### src/rtl/acl21_pkg.sv
// ----------------------------------------------------------------------------
// acl21_pkg
// Types, codes and lookup functions for the 21-letter affine cipher.
// ----------------------------------------------------------------------------
package acl21_pkg;

  // Alphabet size and letter landmarks
  localparam logic [4:0] ALPHA_SIZE = 5'd21;
  localparam logic [4:0] ALPHA_LAST = 5'd20;
  localparam logic [7:0] CH_A       = 8'h41;
  localparam logic [7:0] CH_I       = 8'h49;
  localparam logic [7:0] CH_L       = 8'h4C;
  localparam logic [7:0] CH_V       = 8'h56;
  localparam logic [7:0] CH_Z       = 8'h5A;
  localparam logic [7:0] CH_LOW_A   = 8'h61;
  localparam logic [7:0] CH_LOW_Z   = 8'h7A;
  localparam logic [7:0] CASE_BIT   = 8'h20;

  // Reciprocal of 21 for the reduction: floor(v * 195 / 4096) is q or q - 1
  localparam logic [7:0] RECIP_MUL   = 8'd195;
  localparam int unsigned RecipShift = 12;

  // Status codes
  localparam logic [1:0] ST_OK      = 2'd0;
  localparam logic [1:0] ST_FOREIGN = 2'd1;
  localparam logic [1:0] ST_BAD_KEY = 2'd2;

  // Configuration register indexes
  localparam logic CFG_KEY_MULT  = 1'b0;
  localparam logic CFG_KEY_SHIFT = 1'b1;

  typedef struct packed {
    logic       mode;
    logic [7:0] char_in;
  } in_item_t;

  typedef struct packed {
    logic [7:0] char_out;
    logic [1:0] status;
  } out_item_t;

  // Decode stage contents
  typedef struct packed {
    logic       xform;
    logic       lower;
    logic       mode;
    logic [4:0] x;
    logic [4:0] a;
    logic [4:0] b;
    logic [4:0] inv;
    logic [7:0] char_raw;
    logic [1:0] status;
  } s1_t;

  // Product stage contents
  typedef struct packed {
    logic       xform;
    logic       lower;
    logic [8:0] sum;
    logic [7:0] char_raw;
    logic [1:0] status;
  } s2_t;

  function automatic logic [4:0] reduce_key(input logic [4:0] v);
    return (v >= ALPHA_SIZE) ? v - ALPHA_SIZE : v;
  endfunction

  // Inverse mod 21, zero where none exists
  function automatic logic [4:0] inv_mod21(input logic [4:0] a);
    logic [4:0] r;
    case (a)
      5'd1:    r = 5'd1;
      5'd2:    r = 5'd11;
      5'd4:    r = 5'd16;
      5'd5:    r = 5'd17;
      5'd8:    r = 5'd8;
      5'd10:   r = 5'd19;
      5'd11:   r = 5'd2;
      5'd13:   r = 5'd13;
      5'd16:   r = 5'd4;
      5'd17:   r = 5'd5;
      5'd19:   r = 5'd10;
      5'd20:   r = 5'd20;
      default: r = 5'd0;
    endcase
    return r;
  endfunction

endpackage

### src/rtl/acl21_letter_out.sv
// ----------------------------------------------------------------------------
// acl21_letter_out
// Reduces the affine sum mod 21 and maps the index back to an ASCII letter.
// ----------------------------------------------------------------------------
module acl21_letter_out
  import acl21_pkg::*;
(
  input  s2_t       s2,
  output out_item_t item
);

  logic [16:0] q_full;
  logic [4:0]  q_est;
  logic [8:0]  prod21;
  logic [8:0]  rem;
  logic [4:0]  y;
  logic [7:0]  upper;
  logic [7:0]  letter;

  // Estimate the quotient low by at most one, then correct once
  assign q_full = {8'd0, s2.sum} * {9'd0, RECIP_MUL};
  assign q_est  = q_full[RecipShift +: 5];
  assign prod21 = {4'd0, q_est} * {4'd0, ALPHA_SIZE};
  assign rem    = s2.sum - prod21;
  assign y      = (rem >= {4'd0, ALPHA_SIZE}) ? 5'(rem - {4'd0, ALPHA_SIZE}) : rem[4:0];

  always_comb begin
    if (y <= 5'd8) begin
      upper = CH_A + {3'd0, y};
    end else if (y <= 5'd19) begin
      upper = CH_A + {3'd0, y} + 8'd2;
    end else begin
      upper = CH_Z;
    end
    letter = s2.lower ? (upper | CASE_BIT) : upper;
  end

  assign item.char_out = s2.xform ? letter : s2.char_raw;
  assign item.status   = s2.status;

endmodule

### src/rtl/affine_cipher_21_letter.sv
// ----------------------------------------------------------------------------
// affine_cipher_21_letter
// Affine cipher over the 21-letter Italian alphabet, one byte per cycle while the receiver is ready.
// ----------------------------------------------------------------------------
// Usage:
//   Input channel (in_valid/in_ready/in_data) carries a mode bit and an ASCII
//   byte; the result channel (out_valid/out_ready/out_data) carries the byte
//   after the cipher and a status code. Each transfer in gives exactly one
//   transfer out, in order.
//   Keys are written through cfg_we/cfg_index/cfg_data while the block is
//   idle: index 0 is the multiplicative key a, index 1 the additive key b.
//   An input transfer passes through three registers, one per stage, before
//   the matching output transfer. Stages:
//   decode, multiply-add, mod-21 reduction into the output register.
//   Throughput is one item per cycle while out_ready stays high.
//   Reset empties the pipeline and loads a = 1, b = 0.
//   When the receiver stalls, the output holds; the stages behind it keep
//   advancing into empty slots, so up to three items are held before
//   in_ready falls.
// ----------------------------------------------------------------------------
module affine_cipher_21_letter
  import acl21_pkg::*;
(
  input  logic      clk,
  input  logic      rst_n,
  input  logic      in_valid,
  output logic      in_ready,
  input  in_item_t  in_data,
  output logic      out_valid,
  input  logic      out_ready,
  output out_item_t out_data,
  input  logic      cfg_we,
  input  logic      cfg_index,
  input  logic [4:0] cfg_data
);

  // Key registers
  logic [4:0] key_mult_r, key_mult_nxt;
  logic [4:0] key_shift_r, key_shift_nxt;

  // Pipeline registers with their valid bits
  logic      v1_r, v1_nxt;
  logic      v2_r, v2_nxt;
  logic      v3_r, v3_nxt;
  s1_t       s1_r, s1_nxt;
  s2_t       s2_r, s2_nxt;
  out_item_t s3_r, s3_nxt;

  logic rdy1, rdy2, rdy3;

  // Stage 1 decode signals
  logic [7:0] ch;
  logic [7:0] up;
  logic       is_upper, is_lower, is_letter, foreign;
  logic [4:0] x, a, b, inv;
  logic       key_ok;

  // Stage 2 arithmetic signals
  logic [5:0] d_wide;
  logic [4:0] d, m1, m2;
  logic [9:0] prod;

  out_item_t mapped;

  // A stage may take a new item when empty or when its contents move on
  assign rdy3     = !v3_r || out_ready;
  assign rdy2     = !v2_r || rdy3;
  assign rdy1     = !v1_r || rdy2;
  assign in_ready = rdy1;

  assign out_valid = v3_r;
  assign out_data  = s3_r;

  // Configuration writes
  always_comb begin
    key_mult_nxt  = key_mult_r;
    key_shift_nxt = key_shift_r;
    if (cfg_we) begin
      case (cfg_index)
        CFG_KEY_MULT:  key_mult_nxt  = cfg_data;
        CFG_KEY_SHIFT: key_shift_nxt = cfg_data;
        default: ;
      endcase
    end
  end

  // Stage 1: classify the byte and fetch the reduced keys
  always_comb begin
    ch        = in_data.char_in;
    up        = ch & ~CASE_BIT;
    is_upper  = (ch >= CH_A) && (ch <= CH_Z);
    is_lower  = (ch >= CH_LOW_A) && (ch <= CH_LOW_Z);
    is_letter = is_upper || is_lower;
    foreign   = 1'b0;
    if ((up >= CH_A) && (up <= CH_I)) begin
      x = 5'(up - CH_A);
    end else if ((up >= CH_L) && (up <= CH_V)) begin
      x = 5'(up - CH_A - 8'd2);
    end else if (up == CH_Z) begin
      x = ALPHA_LAST;
    end else begin
      x       = 5'd0;
      foreign = 1'b1;
    end
    a      = reduce_key(key_mult_r);
    b      = reduce_key(key_shift_r);
    inv    = inv_mod21(a);
    key_ok = (inv != 5'd0);

    s1_nxt          = s1_r;
    s1_nxt.xform    = is_letter && !foreign && key_ok;
    s1_nxt.lower    = is_lower;
    s1_nxt.mode     = in_data.mode;
    s1_nxt.x        = x;
    s1_nxt.a        = a;
    s1_nxt.b        = b;
    s1_nxt.inv      = inv;
    s1_nxt.char_raw = ch;
    if (is_letter && foreign) begin
      s1_nxt.status = ST_FOREIGN;
    end else if (!key_ok) begin
      s1_nxt.status = ST_BAD_KEY;
    end else begin
      s1_nxt.status = ST_OK;
    end
  end

  // Stage 2: encrypt is inv*x + b, decrypt is a*((x - b) mod 21)
  always_comb begin
    d_wide = ({1'b0, s1_r.x} >= {1'b0, s1_r.b})
             ? {1'b0, s1_r.x} - {1'b0, s1_r.b}
             : {1'b0, s1_r.x} + {1'b0, ALPHA_SIZE} - {1'b0, s1_r.b};
    d      = d_wide[4:0];
    m1     = s1_r.mode ? s1_r.a : s1_r.inv;
    m2     = s1_r.mode ? d : s1_r.x;
    prod   = {5'd0, m1} * {5'd0, m2};

    s2_nxt          = s2_r;
    s2_nxt.xform    = s1_r.xform;
    s2_nxt.lower    = s1_r.lower;
    s2_nxt.sum      = prod[8:0] + (s1_r.mode ? 9'd0 : {4'd0, s1_r.b});
    s2_nxt.char_raw = s1_r.char_raw;
    s2_nxt.status   = s1_r.status;
  end

  // Stage 3: reduce mod 21 and rebuild the letter
  acl21_letter_out u_letter_out (
    .s2   (s2_r),
    .item (mapped)
  );

  assign s3_nxt = mapped;

  // Valid bits advance wherever the stage ahead has room
  always_comb begin
    v1_nxt = rdy1 ? in_valid : v1_r;
    v2_nxt = rdy2 ? v1_r     : v2_r;
    v3_nxt = rdy3 ? v2_r     : v3_r;
  end

  always_ff @(posedge clk) begin
    if (!rst_n) begin
      key_mult_r  <= 5'd1;
      key_shift_r <= 5'd0;
      v1_r        <= 1'b0;
      v2_r        <= 1'b0;
      v3_r        <= 1'b0;
    end else begin
      key_mult_r  <= key_mult_nxt;
      key_shift_r <= key_shift_nxt;
      v1_r        <= v1_nxt;
      v2_r        <= v2_nxt;
      v3_r        <= v3_nxt;
    end
  end

  // Payload: load only on a transfer into the stage, otherwise hold
  always_ff @(posedge clk) begin
    if (in_valid && rdy1) begin
      s1_r <= s1_nxt;
    end
    if (v1_r && rdy2) begin
      s2_r <= s2_nxt;
    end
    if (v2_r && rdy3) begin
      s3_r <= s3_nxt;
    end
  end

  // An input transfer always lands in stage 1
  a_in_lands: assert property (@(posedge clk) disable iff (!rst_n)
    (in_valid && in_ready) |=> v1_r)
    else $error("input transfer did not reach stage 1");

  // A blocked stage 1 keeps its item
  a_s1_hold: assert property (@(posedge clk) disable iff (!rst_n)
    (v1_r && !rdy2) |=> (v1_r && $stable(s1_r)))
    else $error("stage 1 item lost during stall");

  // A blocked stage 2 keeps its item
  a_s2_hold: assert property (@(posedge clk) disable iff (!rst_n)
    (v2_r && !rdy3) |=> (v2_r && $stable(s2_r)))
    else $error("stage 2 item lost during stall");

  // Only defined status codes leave the block
  a_status_code: assert property (@(posedge clk) disable iff (!rst_n)
    out_valid |-> (out_data.status == ST_OK || out_data.status == ST_FOREIGN ||
                   out_data.status == ST_BAD_KEY))
    else $error("undefined status code on output");

endmodule

### config.mk
export PLATFORM = sky130hd
export DESIGN_NAME = affine_cipher_21_letter
export DESIGN_NICKNAME = d
export VERILOG_FILES = /design/src/rtl/acl21_pkg.sv /design/src/rtl/acl21_letter_out.sv /design/src/rtl/affine_cipher_21_letter.sv
export SDC_FILE = /design/constraint.sdc
export NUM_CORES = 1
export LEC_CHECK = 0
export ABC_AREA = 1
export BUFFER_PORTS_ARGS = -buffer_cell sky130_fd_sc_hd__buf_4
export CORE_MARGIN = 2
export CORE_UTILIZATION = 40
export DETAILED_ROUTE_END_ITERATION = 16
export SETUP_SLACK_MARGIN = 0.1
export SYNTH_ARGS = -nofsm -noshare
export SYNTH_HDL_FRONTEND = slang
export SYNTH_SLANG_ARGS = --single-unit
### constraint.sdc
create_clock -name clk -period 10.71 [get_ports clk]
set_clock_uncertainty 0.2 [all_clocks]
set_input_delay 0.5355 -clock clk [delete_from_list [all_inputs] [get_ports clk]]
set_output_delay 0.5355 -clock clk [all_outputs]
set_load 0.05 [all_outputs]
==> results.cfg <==
[synthesis]
synth_area_sq_um = 6984
yosysMostFrequentCell = inv_1
synth-edff-count = 64
synth_flop_cell = edfxtp_1
yosys_warnings = 0
syn_nets = 968
yosysTopAreaCell = edfxtp_1
syn_area_per_cell_sq_um = 8.559
synth-seq-cells = 77
synth_cell_types = 48
yosysTopAreaCellShare_pct = 27.52
syn_inst = 816
ys_top_cells_by_count = 162 x inv_1, 134 x nand2_1, 105 x ha_1
async_flop_share_pct = 0
ys_top_cells_by_area = edfxtp_1 28%, ha_1 19%, inv_1 8.7%
ys_seq_area_share_pct = 31.24

[timing]
fmax_ghz = 0.1246
min_period_over_period_pct = 74.95
fin_crit_ps = 8028
worst_pin_slew_ps = 1126
relSlewSlack_pct = 24.93
setup_violations = 0
post-route-worst-setup-slack_ps = 2682
rsz0062_at_grt = false
slew_violations = 0
hold_viol = 0
finalSetupTns_ps = 0

[detailed_routing]
drt_iter0_markers = 197
wl_per_cell_microns = 12.22
drc = 0
vias_per_cell = 4.813
dr_total_vias = 5222
drt_wl_total_microns = 13260
first_pass_iters = 4
drtAntennaViolNets = 0

[finish]
drive_above_1_share_pct = 9.419
nets = 1007
synthToLayoutAreaGrowth_pct = 11.39
antenna_cells = 0
final_cell_area_sq_um = 7780

[floorplan]
die_x_microns = 136.1
initial_core_util_pct = 40.66
die_h_microns = 136.1
die_area_sq_um = 18530
core.rowCount = 48
ios = 32
coreArea_sq_um = 17180

[worst_setup_path]
start_kind = flop
crit_arrival_ps = 7930
crit_type = flop to flop
cpPeakStageDelay_ps = 570
crit_path_top_delay_cell = xor2_1
worstPathRequired_ps = 10610
critPathMaxFanout = 7
end_kind = flop

[worst_hold_path]
hold_class = input pin to flop

[global_routing]
track_usage_pct = 15.12
grt_max_degree = 34
grt_pass1_wl_microns = 22440
first_global_vias = 5038
gr-total-overflow = 0
antenna_found_initial = 0

[placement]
pre_cts_ws_ps = 2735
place.gp.congestion = 0.8262
dpl.hpwl_microns = 10860
port_buffers = 31
placedInstanceArea_sq_um = 7491

[clocking]
cts_buffers = 9
clockRootBuffer = clkbuf_16
htreeDepth = 3
cts_hold_buf = 0
clk_latency_ps = 350
cts_setup_buffers = 0
cts_resized = 0
cts_max_path_buffers = 2
path_clk_slew_ps = 60
cts_tree = yes
numClockSinks = 77

[run]
maxCapViolations = 0

[status]
status = complete, no violations
-- layer usage --
layer,GRT usage (%),wire length [microns],up-vias
met5,0,0,-
met4,5.150,233,0
met3,2.051,255,19
met2,25.49,6233,56
met1,19.95,6535,2382
li1,-,-,2765
-- worst max-delay path: cells and delay by family, from the launching register on --
family | cells | cell delay [ps]
and+or+nand+nor | 15 | 1420
xor gates and xnor gates | 2 | 800
adders and majority gates | 10 | 3780
buffers and inverters | 5 | 320
DFF | 1 | 500
AOI/OAI and AO/OA | 6 | 750
-- cell families after synthesis --
family / after synthesis / synth area share, %
AO/OA/AOI/OAI: 125 / 10.43
XOR/XNOR: 35 / 4.694
adder cells (fa/ha/maj): 132 / 26.55
buffers and inverters: 169 / 9.083
flip-flops: 77 / 31.24
AND/OR/NAND/NOR: 278 / 18.00
-- state kept, by name (all words and copies together) (netlist names) --
signal and count:
key_mult_r 5, key_shift_r 5, out_data 10, out_valid 1, s1_r 33, s2_r 21
v1_r 1, v2_r 1
-- metrics by stage --
| step | hold WS (ps) | util [%] | std cells |
|---|---|---|---|
| 2_1_floorplan | 200.3 | - | 816 |
| 3_3_place_gp | 201.9 | 43.61 | 1069 |
| 3_5_place_dp | 204.5 | 43.61 | 1069 |
| 4_1_cts | 156.7 | 45.29 | 1085 |
| 5_1_grt | 170.6 | 45.29 | 1085 |
| 6_report | 165.6 | 45.29 | 1085 |
-- final cells by class --
| type | instances | area (sq um) |
|---|---|---|
| Fill cell | 1722 | 9397 |
| Multi-Input combinational cell | 570 | 4168 |
| Sequential cell | 77 | 2182 |
| Inverter | 165 | 619.3 |
| Tap cell | 225 | 281.5 |
| Timing Repair Buffer | 32 | 240.2 |
| Clock buffer | 9 | 225.2 |
| Clock inverter | 7 | 63.81 |
-- final timing paths --
check                           cells after the start           to  slack (ps)        from
worst max-delay path                               38  out_data[5]        2680    s2_r[12]
worst min-delay path                                1     s1_r[30]         170  in_data[8]
worst max register to register                     38  out_data[5]        2680    s2_r[12]
worst min register to register                      0     s2_r[20]         220    s1_r[32]
-- placed cells by master, fill, tap and decap left out, types with 11 or more instances in the layout --
cell type,n
inv_1,162
nand2_1,134
ha_1,105
edfxtp_1,64
nor2_1,60
a21oi_1,44
nand3_1,43
o21ai_0,42
buf_4,32
xor2_1,27
fa_1,27
dfxtp_1,13
nand2_2,11
Power is not shown: default switching activity piles up to over one toggle a cycle in this logic, so the estimate is an artifact.
